$ cat src/wgm_pkg.sv
// ----------------------------------------------------------------------------
// wgm_pkg: shared types and constants for the wildcard glob matcher
// Holds the wildcard byte codes, the op code of an input beat and the
// structs that run between the top level and the row of position cells.
// ----------------------------------------------------------------------------
package wgm_pkg;

  // Wildcard bytes
  localparam logic [7:0] STAR_BYTE  = 8'h2A;
  localparam logic [7:0] QMARK_BYTE = 8'h3F;

  // Op field of an input beat
  localparam logic OP_PATTERN = 1'b0;
  localparam logic OP_TEXT    = 1'b1;

  // Broadcast control from the top level to every cell
  typedef struct packed {
    logic       clr;      // a new pattern starts: drop the stored one
    logic       wr;       // store wr_byte at the first free cell
    logic [7:0] wr_byte;
    logic       wr_star;  // wr_byte is a star
    logic       consume;  // text byte: advance the position set
    logic [7:0] sym;      // the text byte
    logic       restart;  // reload the position set from position zero
    logic       capture;  // latch the end-position hit for a verdict
  } wgm_ctrl_t;

  // Neighbor link from cell i to cell i+1
  typedef struct packed {
    logic head;      // receiver is position zero
    logic zero;      // sender is position zero
    logic used_eff;  // sender holds a byte (after a pattern clear)
    logic gate_nxt;  // sender will hold a star after this beat
    logic step;      // sender moves its active bit forward on this byte
    logic raw;       // sender's position set entry before star skipping
    logic gate;      // sender holds a star now
  } wgm_link_t;

  // Per-cell status seen by the top level
  typedef struct packed {
    logic active;
    logic used;
    logic hit;
  } wgm_stat_t;

endpackage

$ cat src/wgm_cell.sv
// ----------------------------------------------------------------------------
// wgm_cell: one pattern position of the matcher
// Stores one pattern byte and the active bit of its position. Each beat it
// takes the step and skip terms of its left neighbor and hands its own on,
// so the row updates the whole position set on each beat. Runs of stars are
// merged on load, so a star skip never reaches past one neighbor.
// ----------------------------------------------------------------------------
module wgm_cell (
  input  logic              clk,
  input  logic              rst_n,
  input  wgm_pkg::wgm_ctrl_t ctrl_i,
  input  wgm_pkg::wgm_link_t lnk_i,
  output wgm_pkg::wgm_link_t lnk_o,
  output wgm_pkg::wgm_stat_t stat_o
);
  import wgm_pkg::*;

  logic [7:0] byte_r, byte_nxt;
  logic       star_r, star_nxt;
  logic       used_r, used_nxt;
  logic       active_r, active_nxt;
  logic       hit_r, hit_nxt;

  logic used_eff;
  logic wr_here;
  logic sym_hit;
  logic keep;
  logic step;
  logic raw;
  logic closed;
  logic act_rst;

  // Pattern load: the write token sits at the first free cell
  always_comb begin
    used_eff = used_r & ~ctrl_i.clr;
    wr_here  = ctrl_i.wr & lnk_i.used_eff & ~used_eff;
    byte_nxt = wr_here ? ctrl_i.wr_byte : byte_r;
    star_nxt = wr_here ? ctrl_i.wr_star : star_r;
    used_nxt = used_eff | wr_here;
  end

  // Text step: a star holds its position, other bytes advance on a hit
  always_comb begin
    sym_hit = (byte_r == ctrl_i.sym) | (byte_r == QMARK_BYTE);
    keep    = active_r & used_r & star_r;
    step    = active_r & used_r & ~star_r & sym_hit;
    raw     = keep | lnk_i.step;
    closed  = raw | (lnk_i.raw & lnk_i.gate);
    // restart: position zero, plus position one behind a leading star
    act_rst = lnk_i.head | (lnk_i.zero & lnk_i.gate_nxt);
  end

  // Next active bit and verdict capture
  always_comb begin
    if (ctrl_i.restart) begin
      active_nxt = act_rst;
    end else if (ctrl_i.consume) begin
      active_nxt = closed;
    end else begin
      active_nxt = active_r;
    end
    if (ctrl_i.capture) begin
      hit_nxt = (ctrl_i.consume ? closed : active_r) & ~used_r;
    end else begin
      hit_nxt = hit_r;
    end
  end

  // Payload registers
  always_ff @(posedge clk) begin
    byte_r <= byte_nxt;
    star_r <= star_nxt;
  end

  // Control registers
  always_ff @(posedge clk) begin
    if (!rst_n) begin
      used_r   <= 1'b0;
      active_r <= lnk_i.head;
      hit_r    <= 1'b0;
    end else begin
      used_r   <= used_nxt;
      active_r <= active_nxt;
      hit_r    <= hit_nxt;
    end
  end

  // Hand-off to the right neighbor
  always_comb begin
    lnk_o.head     = 1'b0;
    lnk_o.zero     = lnk_i.head;
    lnk_o.used_eff = used_eff;
    lnk_o.gate_nxt = used_nxt & star_nxt;
    lnk_o.step     = step;
    lnk_o.raw      = raw;
    lnk_o.gate     = used_r & star_r;
  end

  assign stat_o.active = active_r;
  assign stat_o.used   = used_r;
  assign stat_o.hit    = hit_r;

endmodule

$ cat src/wildcard_glob_matcher.sv
// ----------------------------------------------------------------------------
// wildcard_glob_matcher: whole-string '?' / '*' glob match
//
//   channel  dir  handshake          payload
//   in_      in   in_valid/in_stall  op, symbol, has_symbol, last
//   out_     out  out_valid/out_stall matched, pattern_error
//
// One beat per cycle on the input while in_stall is low, pattern and text alike; the row of
// PAT_MAX+1 position cells updates the whole position set in that cycle.
// A verdict for a closing text beat is registered in the cells' hit bits and the
// hold stage, then the end-position OR goes into the output register.
// Reset loads an empty, closed pattern; no clearing pass.
// in_stall rises only when a verdict waits in the hold stage and the output
// register is full and stalled.
// ----------------------------------------------------------------------------
module wildcard_glob_matcher #(
  parameter int PAT_MAX = 64
) (
  input  logic       clk,
  input  logic       rst_n,
  input  logic       in_valid,
  output logic       in_stall,
  input  logic       in_op,
  input  logic [7:0] in_symbol,
  input  logic       in_has_symbol,
  input  logic       in_last,
  output logic       out_valid,
  input  logic       out_stall,
  output logic       out_matched,
  output logic       out_pattern_error
);
  import wgm_pkg::*;

  localparam int CW = $clog2(PAT_MAX + 1);

  logic          complete_r, complete_nxt;
  logic          ovf_r, ovf_nxt;
  logic [CW-1:0] cnt_r, cnt_nxt;
  logic          last_star_r, last_star_nxt;
  logic          pend_r, pend_nxt;
  logic          pend_err_r, pend_err_nxt;
  logic          out_valid_r, out_valid_nxt;
  logic          out_matched_r, out_matched_nxt;
  logic          out_error_r, out_error_nxt;

  logic          acc;
  logic          pat;
  logic          txt;
  logic          is_star;
  logic          move;
  logic [CW-1:0] cnt_eff;
  logic          ovf_eff;
  logic          ls_eff;
  wgm_ctrl_t     ctrl;

  wgm_link_t     lnk [0:PAT_MAX+1];
  wgm_stat_t     stat [0:PAT_MAX];
  logic [PAT_MAX:0] act_v;
  logic [PAT_MAX:0] used_v;
  logic [PAT_MAX:0] hit_v;

  // Input handshake
  assign in_stall = pend_r & out_valid_r & out_stall;
  assign acc      = in_valid & ~in_stall;
  assign pat      = acc & (in_op == OP_PATTERN);
  assign txt      = acc & (in_op == OP_TEXT) & complete_r;
  assign is_star  = (in_symbol == STAR_BYTE);

  // Pattern bookkeeping and cell control
  always_comb begin
    ctrl          = '0;
    ctrl.clr      = pat & complete_r;
    cnt_eff       = ctrl.clr ? '0 : cnt_r;
    ovf_eff       = ctrl.clr ? 1'b0 : ovf_r;
    ls_eff        = ctrl.clr ? 1'b0 : last_star_r;
    cnt_nxt       = cnt_eff;
    ovf_nxt       = ovf_eff;
    last_star_nxt = ls_eff;
    complete_nxt  = ctrl.clr ? 1'b0 : complete_r;
    ctrl.wr_byte  = in_symbol;
    ctrl.wr_star  = is_star;
    ctrl.sym      = in_symbol;
    if (pat && in_has_symbol) begin
      if (cnt_eff < CW'(PAT_MAX)) begin
        cnt_nxt       = cnt_eff + CW'(1);
        // a star right after a star adds nothing; keep one
        ctrl.wr       = ~(is_star & ls_eff);
        last_star_nxt = is_star;
      end else begin
        ovf_nxt = 1'b1;
      end
    end
    if (pat && in_last) begin
      complete_nxt = 1'b1;
    end
    ctrl.consume = txt & in_has_symbol;
    ctrl.capture = txt & in_last;
    ctrl.restart = (pat & in_last) | (txt & in_last);
  end

  // Row of position cells
  assign lnk[0].head     = 1'b1;
  assign lnk[0].zero     = 1'b0;
  assign lnk[0].used_eff = 1'b1;
  assign lnk[0].gate_nxt = 1'b0;
  assign lnk[0].step     = 1'b0;
  assign lnk[0].raw      = 1'b0;
  assign lnk[0].gate     = 1'b0;

  for (genvar i = 0; i <= PAT_MAX; i++) begin : g_cell
    wgm_cell u_cell (
      .clk    (clk),
      .rst_n  (rst_n),
      .ctrl_i (ctrl),
      .lnk_i  (lnk[i]),
      .lnk_o  (lnk[i+1]),
      .stat_o (stat[i])
    );
    assign act_v[i]  = stat[i].active;
    assign used_v[i] = stat[i].used;
    assign hit_v[i]  = stat[i].hit;
  end

  // Verdict hold stage and output register
  always_comb begin
    move            = pend_r & (~out_valid_r | ~out_stall);
    pend_nxt        = ctrl.capture | (pend_r & ~move);
    pend_err_nxt    = ctrl.capture ? ovf_r : pend_err_r;
    out_valid_nxt   = move | (out_valid_r & out_stall);
    out_matched_nxt = out_matched_r;
    out_error_nxt   = out_error_r;
    if (move) begin
      out_matched_nxt = ~pend_err_r & (|hit_v);
      out_error_nxt   = pend_err_r;
    end
  end

  // Payload registers
  always_ff @(posedge clk) begin
    cnt_r         <= cnt_nxt;
    last_star_r   <= last_star_nxt;
    pend_err_r    <= pend_err_nxt;
    out_matched_r <= out_matched_nxt;
    out_error_r   <= out_error_nxt;
  end

  // Control registers
  always_ff @(posedge clk) begin
    if (!rst_n) begin
      complete_r  <= 1'b1;
      ovf_r       <= 1'b0;
      pend_r      <= 1'b0;
      out_valid_r <= 1'b0;
    end else begin
      complete_r  <= complete_nxt;
      ovf_r       <= ovf_nxt;
      pend_r      <= pend_nxt;
      out_valid_r <= out_valid_nxt;
    end
  end

  assign out_valid         = out_valid_r;
  assign out_matched       = out_matched_r;
  assign out_pattern_error = out_error_r;

  // Checks
  // with a closed pattern only the end position may be active past it;
  // while a pattern loads, bits left from an abandoned text linger
  a_end_onehot: assert property (@(posedge clk) disable iff (!rst_n)
    complete_r |-> $onehot0(act_v & ~used_v))
    else $error("more than one active position past the pattern end");

  // the spare cell past PAT_MAX never takes a byte
  a_spare_free: assert property (@(posedge clk) disable iff (!rst_n)
    !lnk[PAT_MAX+1].used_eff)
    else $error("pattern byte written past PAT_MAX");

  // a restart leaves position zero active
  a_restart_zero: assert property (@(posedge clk) disable iff (!rst_n)
    ctrl.restart |=> act_v[0])
    else $error("position zero inactive after restart");

  // an overflowed pattern never reports a match
  a_err_nomatch: assert property (@(posedge clk) disable iff (!rst_n)
    out_valid_r |-> !(out_matched_r && out_error_r))
    else $error("match reported with pattern error");

endmodule

$ cat config.mk
export PLATFORM = sky130hd
export DESIGN_NAME = wildcard_glob_matcher
export DESIGN_NICKNAME = d
export VERILOG_FILES = /design/src/wgm_pkg.sv /design/src/wgm_cell.sv /design/src/wildcard_glob_matcher.sv
export SDC_FILE = /design/constraint.sdc
export NUM_CORES = 1
export LEC_CHECK = 0
export ABC_AREA = 0
export BUFFER_PORTS_ARGS = -buffer_cell sky130_fd_sc_hd__buf_2
export CORE_MARGIN = 2
export CORE_UTILIZATION = 35
export CTS_CLUSTER_DIAMETER = 120
export DETAILED_ROUTE_END_ITERATION = 8
export SLEW_MARGIN = 20
export SYNTH_ARGS = -nofsm -noshare
export SYNTH_HDL_FRONTEND = slang
export SYNTH_SLANG_ARGS = --single-unit
export TNS_END_PERCENT = 1
$ cat constraint.sdc
create_clock -name clk -period 4.6 [get_ports clk]
set_clock_uncertainty 0.1 [all_clocks]
set_input_delay 0.23 -clock clk [delete_from_list [all_inputs] [get_ports clk]]
set_output_delay 0.23 -clock clk [all_outputs]
set_load 0.02 [all_outputs]
Yosys cells after proc, flatten, opt, wreduce, memory -nomap -nowiden
Cells that the tools add are included.
- register bits after elaboration: 787
- word-level logic and storage cells: 1672
- add/sub/neg operators: 1
- $lt $le $gt $ge: 1
- equality and inequality tests: 129
- muxes and demuxes: 78
- bitwise logic cells: 1125
- reductions and logical operators: 5
- operators by type and width (cell ; number):
    $and 1x1->1 ; 661
    $eq 8x6->1 const B ; 65
    $eq 8x8->1 ; 64
    $or 1x1->1 ; 261
    $not 1->1 ; 203
    $mux 1 ; 75
    $reduce_or 65->1 ; 1
    $mux 7 ; 3
    $add 7x1->7 const B ; 1
    $lt 7x7->1 const B ; 1
    $reduce_or 2->1 ; 2
    $logic_and 1x1->1 ; 2

Longest topological paths before layout
Gate-level depths: netlist (run 1).
- word-level depth: 15
- depth in mapped cells: 9
- gate-level depth less buffers: 8

By module
Synthesis (run 1) repeated with hierarchy kept, for this count alone.
- cell total of the unflattened synthesis: 3674
- area, all modules: 41687.5 um^2
- modules (own cells, without submodules) (module ; times used ; cells each ; area an instance (um^2)):
    wgm_cell ; 65 ; 55 ; 628.1
    wildcard_glob_matcher ; 1 ; 99 ; 860.8

Worst setup path after synthesis (run 1)
OpenSTA, ideal clock, no wires.
- path kind: reg-to-reg
- start point: register out_valid_r (netlist: out_valid)
- end point: register g_cell[23].u_cell.byte_r[0], enable pin
- setup time: 0.389 ns
- arrival time: 2.065 ns
- data required time: 4.111 ns
- setup slack: 2.046 ns
- stages on the path, launching flop included: 8
- clock period less this slack: 2.554 ns
- cell sequence: dfxtp_1 > nand3_4 > nand3_2 > buf_6 > a21oi_4 > nand2_1 > buf_2 > nor3b_1
- longest elaborated chain between the ends: 13
- elaborated cells between the ends (all ways): 20
- classes of those cells: order compare: 1; mux: 4; bitwise: 14; reduce/logical: 1
- ends and longest elaborated chain (item ; RTL line ; source):
    start, declared ; wildcard_glob_matcher.sv:42 ; logic out_valid_r, out_valid_nxt;
    start signal, assigned ; wildcard_glob_matcher.sv:158 ; out_valid_r <= out_valid_nxt;
    $and 1x1->1 (*) (2 in series) ; wildcard_glob_matcher.sv:63 ; assign in_stall = pend_r & out_valid_r & out_stall;
    $not 1->1 (*) ; wildcard_glob_matcher.sv:64 ; assign acc = in_valid & ~in_stall;
    $and 1x1->1 (*) ; wildcard_glob_matcher.sv:64 ;
    $and 1x1->1 (*) ; wildcard_glob_matcher.sv:65 ; assign pat = acc & (in_op == OP_PATTERN);
    branches (longest 7 deep; another with $lt 7x7->1) ; - ;
    $and 1x1->1 (*) ; wgm_cell.sv:36 ; wr_here = ctrl_i.wr & lnk_i.used_eff & ~used_eff;
    named net g_cell[23].u_cell.wr_here ; wgm_cell.sv:25 ; logic wr_here;
    end signal, assigned ; wgm_cell.sv:71 ; byte_r <= byte_nxt;
    end, declared ; wgm_cell.sv:18 ; logic [7:0] byte_r, byte_nxt;
Mark *: on every way through the listed nets, which the timed path passes.
A chain may end at the register's enable or synchronous reset.

Worst setup path in the final report (run 1)
- start point: input port in_symbol[1]
- end point: register g_cell[49].u_cell.active_r
- longest elaborated chain between the ends: 7
- elaborated cells between the ends (all ways): 11
- classes of those cells: eq/ne: 2; mux: 1; bitwise: 8
- ends and longest elaborated chain (item ; RTL line ; source):
    start, declared ; wildcard_glob_matcher.sv:24 ; input logic [7:0] in_symbol,
    $eq 8x8->1 ; wgm_cell.sv:44 ; sym_hit = (byte_r == ctrl_i.sym) | (byte_r == QMARK_BYTE);
    $or 1x1->1 ; wgm_cell.sv:44 ;
    $and 1x1->1 ; wgm_cell.sv:46 ; step = active_r & used_r & ~star_r & sym_hit;
    $or 1x1->1 ; wgm_cell.sv:47 ; raw = keep | lnk_i.step;
    $and 1x1->1 ; wgm_cell.sv:48 ; closed = raw | (lnk_i.raw & lnk_i.gate);
    $or 1x1->1 (*) ; wgm_cell.sv:48 ;
    $mux 1 (*) ; - ;
    end signal, assigned ; wgm_cell.sv:79 ; active_r <= lnk_i.head;
    end signal, assigned ; wgm_cell.sv:83 ; active_r <= active_nxt;
    end, declared ; wgm_cell.sv:21 ; logic active_r, active_nxt;
Every way passes the cells marked *; elsewhere a longest branch is shown, timed or not.

==> results.toml, run 1 <==
[yosys]
ys_seq_area_share_pct = 61.7
syn_area_sq_um = 34900
syn_nets = 2862
ys_ff_latch = 787
synth_cell_type_count = 59
synth_area_leaders = "edfxtp_1 50%, xnor2_1 12%, dfxtp_1 12%"
synth_warnings = 0
syn_inst = 2846
synth.top_cell.area_share_pct = 49.8
syn_area_per_cell_sq_um = 12.3
synth_top_cell_by_area = "edfxtp_1"

[timing]
relSlewSlack_pct = 26.6
setup_viol = 0
post-route-period-util_pct = 65.0
worst_pin_slew_ns = 1.10
slew_viol_final = 0
fin_tns_setup_ns = 0
hold_viol = 0
layout_min_cycle_time_ns = 2.99
grt_setup_unrepaired = "no"
max_freq_mhz = 334

[critical_path]
crit_chain = "dlygate4sd3_1 -> buf_6 -> buf_4 -> xnor2_1 -> nand4_1 -> o21ai_0 -> a21oi_1 -> o2111ai_1 -> and3b_1"
cp_max_fo = 49
critPathRequiredTime_ns = 5.07
cp.depth = 9
r2r_cells = 6
cp_data_arrival_time_ns = 3.45
critical_path_class = "input port to flop"
critPathMaxStageDelay_ns = 0.69
cp-end-kind = "flop"
start_kind = "input port"
cp.buffers_inverters = 3
critPathSlowestCell = "buf_4"
cp_top_family = "buffers and inverters"

[place]
place_hpwl_um = 44000
port_buffers = 18
gp_congestion = 0.760
place_area_sq_um = 36300

[grt]
grt_busiest_layer = "met2"
grt_use_total_pct = 14.6
grt_pass1_vias = 21700
grt_pass1_wl_um = 120000
grt-ovfl-total = 0
use_met1_pct = 20.5
grtUsageMet3_pct = 2.46
grt_max_degree = 127
antenna_found_initial = 0
grt_util_met2_pct = 23.2

[clock_network]
h-tree-depth = 3
clock_path_buffers = 3
cts-root-buf = "clkbuf_16"
cts.reportedPaths.clkPinSlew_ns = 0.06
cts_sinks = 787
cts_resized = 0
numCtsBuffers = 82
clock_latency_ns = 0.63
cts_tree = "built"

[route]
drtPass1Iterations = 5
drt_iter0_markers = 1320
drc = 0
antenna_left = 0
postRouteWirelength_um = 74200
wl_per_cell_um = 17.6
routed_via_density = 5.15
vias = 21600

[flow_run]
max_cap_violations = 0

[finish]
diodes = 0
fin_area_sq_um = 39400
nets = 2867
drive_above_1_share_pct = 10.3
fillers = 9216
area_growth_pct = 12.7

[die]
rows = 115
die-area_sq_um = 102000
die_x_um = 320
die_h_um = 320
start_util_pct = 35.4
core_sq_um = 98700
pin_count = 19

[power]
power_density_nw_per_um2 = 386
p_leak_nw = 11.7
ir_drop_uv = 340

[worst_hold_path]
hold_depth = 1
hp-class = "input port to flop"

[status]
status = "complete, no violations"
-- flip-flops by register name, indices dropped and copies added (netlist names) --
register and cells:
pend_r 1, out_matched 1, out_valid 1, complete_r 1, last_star_r 1, ovf_r 1
g_cell.u_cell.used_r 65, pend_err_r 1, g_cell.u_cell.byte_r 512, g_cell.u_cell.star_r 65, cnt_r 7, g_cell.u_cell.active_r 65
g_cell.u_cell.hit_r 65, out_pattern_error 1
-- kinds of logic after synthesis --
| group | after synthesis | synth area share (%) |
|---|---|---|
| simple gates | 1016 | 15.9 |
| flops | 787 | 61.7 |
| xor+xnor | 516 | 12.9 |
| compound gates | 345 | 6.55 |
| buf+inv | 179 | 2.78 |
| mux | 2 | 0.0752 |
| fa+ha+maj | 1 | 0.0358 |
-- power by group --
part | leakage (nW) | internal [W] | switching, W | total (W)
clock network | 1.39 | 0.00411 | 0.00269 | 0.00680
registers | 6.79 | 0.00764 | 0.0000397 | 0.00768
logic | 3.51 | 0.000260 | 0.000466 | 0.000726
total | 11.7 | 0.0120 | 0.00319 | 0.0152
-- layer usage --
layer	routed length (um)	share of wire [%]
met3	3540	4.8
met4	1680	2.3
met5	0	0
met1	35900	48
met2	33000	45
-- Yosys cell counts (all sizes together) --
master,count
a211o,1
a211oi,1
a21boi,3
a21o,1
a21oi,135
a22o,63
a31o,1
a41oi,2
and2,5
and3,6
and3b,59
buf,97
clkbuf,76
dfxtp,208
edfxtp,579
ha,1
inv,6
mux2,2
nand2,268
nand3,69
nand4,190
nor2,195
nor2b,5
nor3,62
nor3b,66
nor4,26
nor4b,1
nor4bb,1
o2111ai,63
o211a,3
o211ai,2
o21ai,66
o21bai,2
o221ai,1
o41ai,1
or3,2
or4,61
xnor2,488
xor2,28
-- timing repair --
item,in CTS,in global routing
hold endpoints to repair,37,0
setup buffers,0,0
setup endpoints to repair,0,0
hold buffers,13,0
-- worst reg2reg max path, stage by stage (launching register included) --
cell     delay [ns]
dfxtp_1        0.35
nand3_4        0.14
nand3_2        0.30
a21oi_4        0.26
nand2_4        0.38
buf_4          0.42
nor3b_2        0.60
-- per-stage QoR --
stage	hold slack (ns)	setup slack [ns]	instances	util (%)	total power, W
5_1_grt	0.00723	1.44	4205	39.9	0.0157
3_5_place_dp	0.327	1.14	4041	36.8	0.00855
3_3_place_gp	0.330	1.19	4041	36.7	0.00854
2_1_floorplan	0.229	2.05	2846	-	0.00832
6_report	0.00854	1.61	4205	39.9	0.0152
4_1_cts	0.00210	1.26	4205	39.8	0.0154
-- layout by cell type, fill, tap and decap left out, types with 28 or more instances in the layout --
| cell type | count |
|---|---|
| nor3_1 | 62 |
| o21ai_0 | 64 |
| and3b_1 | 59 |
| o2111ai_1 | 62 |
| nand3_1 | 66 |
| buf_4 | 59 |
| nand4_1 | 189 |
| a22o_1 | 63 |
| edfxtp_1 | 579 |
| nand2_1 | 265 |
| a21oi_1 | 133 |
| xnor2_1 | 488 |
| nor3b_2 | 33 |
| or4_1 | 61 |
| nor2_1 | 155 |
| clkbuf_16 | 90 |
| dfxtp_1 | 208 |
| nor3b_1 | 33 |
| xor2_1 | 28 |
-- final timing paths --
| path | endpoint | slack (ns) | startpoint |
|---|---|---|---|
| worst min-delay path | g_cell[0].u_cell.byte_r[5]$_DFFE_PP_ | 0.009 | in_symbol[5] |
| worst max-delay path | g_cell[49].u_cell.active_r$_SDFF_PP0_ | 1.61 | in_symbol[1] |
| worst max register to register | g_cell[37].u_cell.byte_r[2]$_DFFE_PP_ | 1.68 | out_valid$_SDFF_PN0_ |
| worst min register to register | pend_err_r$_DFFE_PP_ | 0.34 | ovf_r$_SDFF_PN0_ |
-- layout make-up --
class                           instances  area [sq um]  share of cell area [%]
Inverter                                6          22.5                  0.0572
Tap cell                             1287          1610                    4.09
Clock inverter                         38           399                    1.01
Clock buffer                          113          2410                    6.12
Multi-Input combinational cell       1880         12600                    32.0
Timing Repair Buffer                   94           793                    2.01
Sequential cell                       787         21600                    54.7
No activity file was read; power rests on OpenSTA's default activity.
==> run 2, diff against run 1 <==
- ABC_AREA: 0 -> 1
- clock period: 4.6 -> 3.1 ns (I/O delays scaled with it)
==> run 2 against run 1 <==
Flip-flop and latch count did not move; critical path depth fell by 2; cell count rose by 39%; non-clock buffer count rose by 30; total power rose by 46%; critical path type unchanged.
==> results.toml, run 2 <==
[status]
status = "complete, no violations"

[finish]
area_growth_pct = 12.3
drive_above_1_share_pct = 5.73
top_register = "g_cell.u_cell.byte_r"
diodes = 0
fin_area_sq_um = 42400
layout_commonest_cell = "nand2_1"
final_util_pct = 39.6
fillers = 10500
largest_reg_flops = 512
nets = 4379
layout_common_cells = "1,567 x nand2_1, 579 x edfxtp_1, 420 x inv_1"

[yosys]
ys_top_cells_by_count = "1,567 x nand2_1, 579 x edfxtp_1, 421 x inv_1"
syn_area_per_cell_sq_um = 8.77
ys_seq_area_share_pct = 57.2
synth-compound-area-share_pct = 2.69
synth.top_cell.area_share_pct = 46.1
synth_area_leaders = "edfxtp_1 46%, nand2_1 16%, dfxtp_1 11%"
ys_ff_latch = 787
synth_top_cell_by_area = "edfxtp_1"
yosysMostFrequentCell = "nand2_1"
synthArstFlopShare_pct = 0
syn_nets = 4315
synth_cell_type_count = 31
synthAdderAreaFrac_pct = 0.0332
syn_area_sq_um = 37700
syn_inst = 4299
synth-edff-count = 579
synth_warnings = 0
synth_top_family_by_area = "simple AND/OR/NAND/NOR gates"
synth_simple_gate_area_share_pct = 25.7
synthXorXnorAreaFrac_pct = 7.62
ys.flop_type = "edfxtp_1"
synthMuxAreaShare_pct = 0

[timing]
post-route-period-util_pct = 88.0
grt_setup_unrepaired = "no"
setup_viol = 0
relSlewSlack_pct = 43.6
worst_pin_slew_ns = 0.846
hold_viol = 0
fin_tns_setup_ns = 0
slew_viol_final = 0
max_freq_mhz = 367
layout_min_cycle_time_ns = 2.73

[die]
pin_count = 19
die_x_um = 332
rows = 120
die-area_sq_um = 110000
start_util_pct = 35.3
die_h_um = 332
core_sq_um = 107000

[clock_network]
cts_tree = "built"
clock_latency_ns = 0.62
h-tree-depth = 3
cts-root-buf = "clkbuf_16"
postCtsSetupRepairBufs = 0
clock_path_buffers = 3
cts.reportedPaths.clkPinSlew_ns = 0.06
cts_sinks = 787
numCtsBuffers = 80

[grt]
antenna_found_initial = 2
grt-ovfl-total = 0
grt_pass1_wl_um = 134000
grt_use_total_pct = 15.1
grt_pass1_vias = 25300
grt_max_degree = 79

[place]
gp_congestion = 0.772
place_hpwl_um = 50700
place_area_sq_um = 39600
port_buffers = 18

[power]
ir_drop_uv = 458
p_total_w = 0.0222
p_leak_nw = 17.0
power_density_nw_per_um2 = 524

[critical_path]
critical_path_class = "input port to flop"
r2r_cells = 11
cp-end-kind = "flop"
cp_max_fo = 38
start_kind = "input port"
cp_data_arrival_time_ns = 2.98
critPathRequiredTime_ns = 3.35

[route]
drtPass1Iterations = 5
drt_iter0_markers = 1824
postRouteWirelength_um = 84200
drc = 0
wl_per_cell_um = 14.4
vias = 26600
routed_via_density = 4.57
antenna_left = 0

[worst_hold_path]
hp-class = "input port to flop"
hold_depth = 2

[flow_run]
max_cap_violations = 0
## run 2: cell count changes after synthesis, sizes merged, moves of 66 or more
cell and change:
nand2 +1304, inv +423, nor2 +218, nand3 +217, xnor2 -165, nand4 -161, nor3b -66
## run 2: cells by family after synthesis
logic type               count (synthesis)
AO/OA/AOI/OAI                          202
XOR/XNOR                               328
adder cells (fa/ha/maj)                  1
buffers and inverters                  572
flip-flops                             787
AND/OR/NAND/NOR                       2409
## run 2: power breakdown
part           switching [W]  internal, W
clock network        0.00391      0.00550
logic               0.000926     0.000447
registers          0.0000509       0.0114
## run 2: final timing paths
| check | from | end | slack [ns] |
|---|---|---|---|
| hold / removal | in_symbol[7] | g_cell[42].u_cell.byte_r[7]$_DFFE_PP_ | 0.01 |
| setup / recovery | in_symbol[6] | g_cell[10].u_cell.star_r$_DFFE_PP_ | 0.37 |
| setup reg to reg | out_valid$_SDFF_PN0_ | g_cell[56].u_cell.byte_r[1]$_DFFE_PP_ | 0.39 |
| hold reg to reg | ovf_r$_SDFF_PN0_ | pend_err_r$_DFFE_PP_ | 0.35 |
## run 2: area by class of cell
cell class	count	area (sq um)	area share, %
timing repair buffer	124	1220	2.89
sequential	787	21600	50.9
clock inverter	31	188	0.443
multi-input combinational	2940	13600	32.1
clock buffer	119	2420	5.71
inverter	430	1630	3.85
tap	1403	1760	4.14
## run 2: critical path, cell delays in order
cell           delay [ns]
dlygate4sd3_1        0.56
buf_6                0.13
nor2_1               0.55
nand4_1              0.26
nor2_4               0.22
buf_4                0.53
buf_4                0.52
## run 2: routing by layer
layer	wire length (um)	global-route usage [%]	share of wire, %
met5	0	0	0
met2	38900	25.7	46
met3	3280	1.89	3.9
met1	40500	20.5	48
met4	1450	3.96	1.7
## run 2: timing repair
action | 4_1_cts | 5_1_grt
hold buffers | 17 | 0
endpoints found under the hold margin | 139 | 0
endpoints found under the setup margin | 0 | 3
gates resized for setup | 0 | 1
## run 2: stage by stage
stage | setup WS, ns | instances | hold WS (ns)
6_report | 0.372 | 5834 | 0.0127
5_1_grt | 0.140 | 5834 | 0.0232
4_1_cts | 0.262 | 5834 | 0.00402
3_5_place_dp | 0.292 | 5667 | 0.286
3_3_place_gp | 0.341 | 5667 | 0.282
2_1_floorplan | 0.289 | 4299 | 0.154
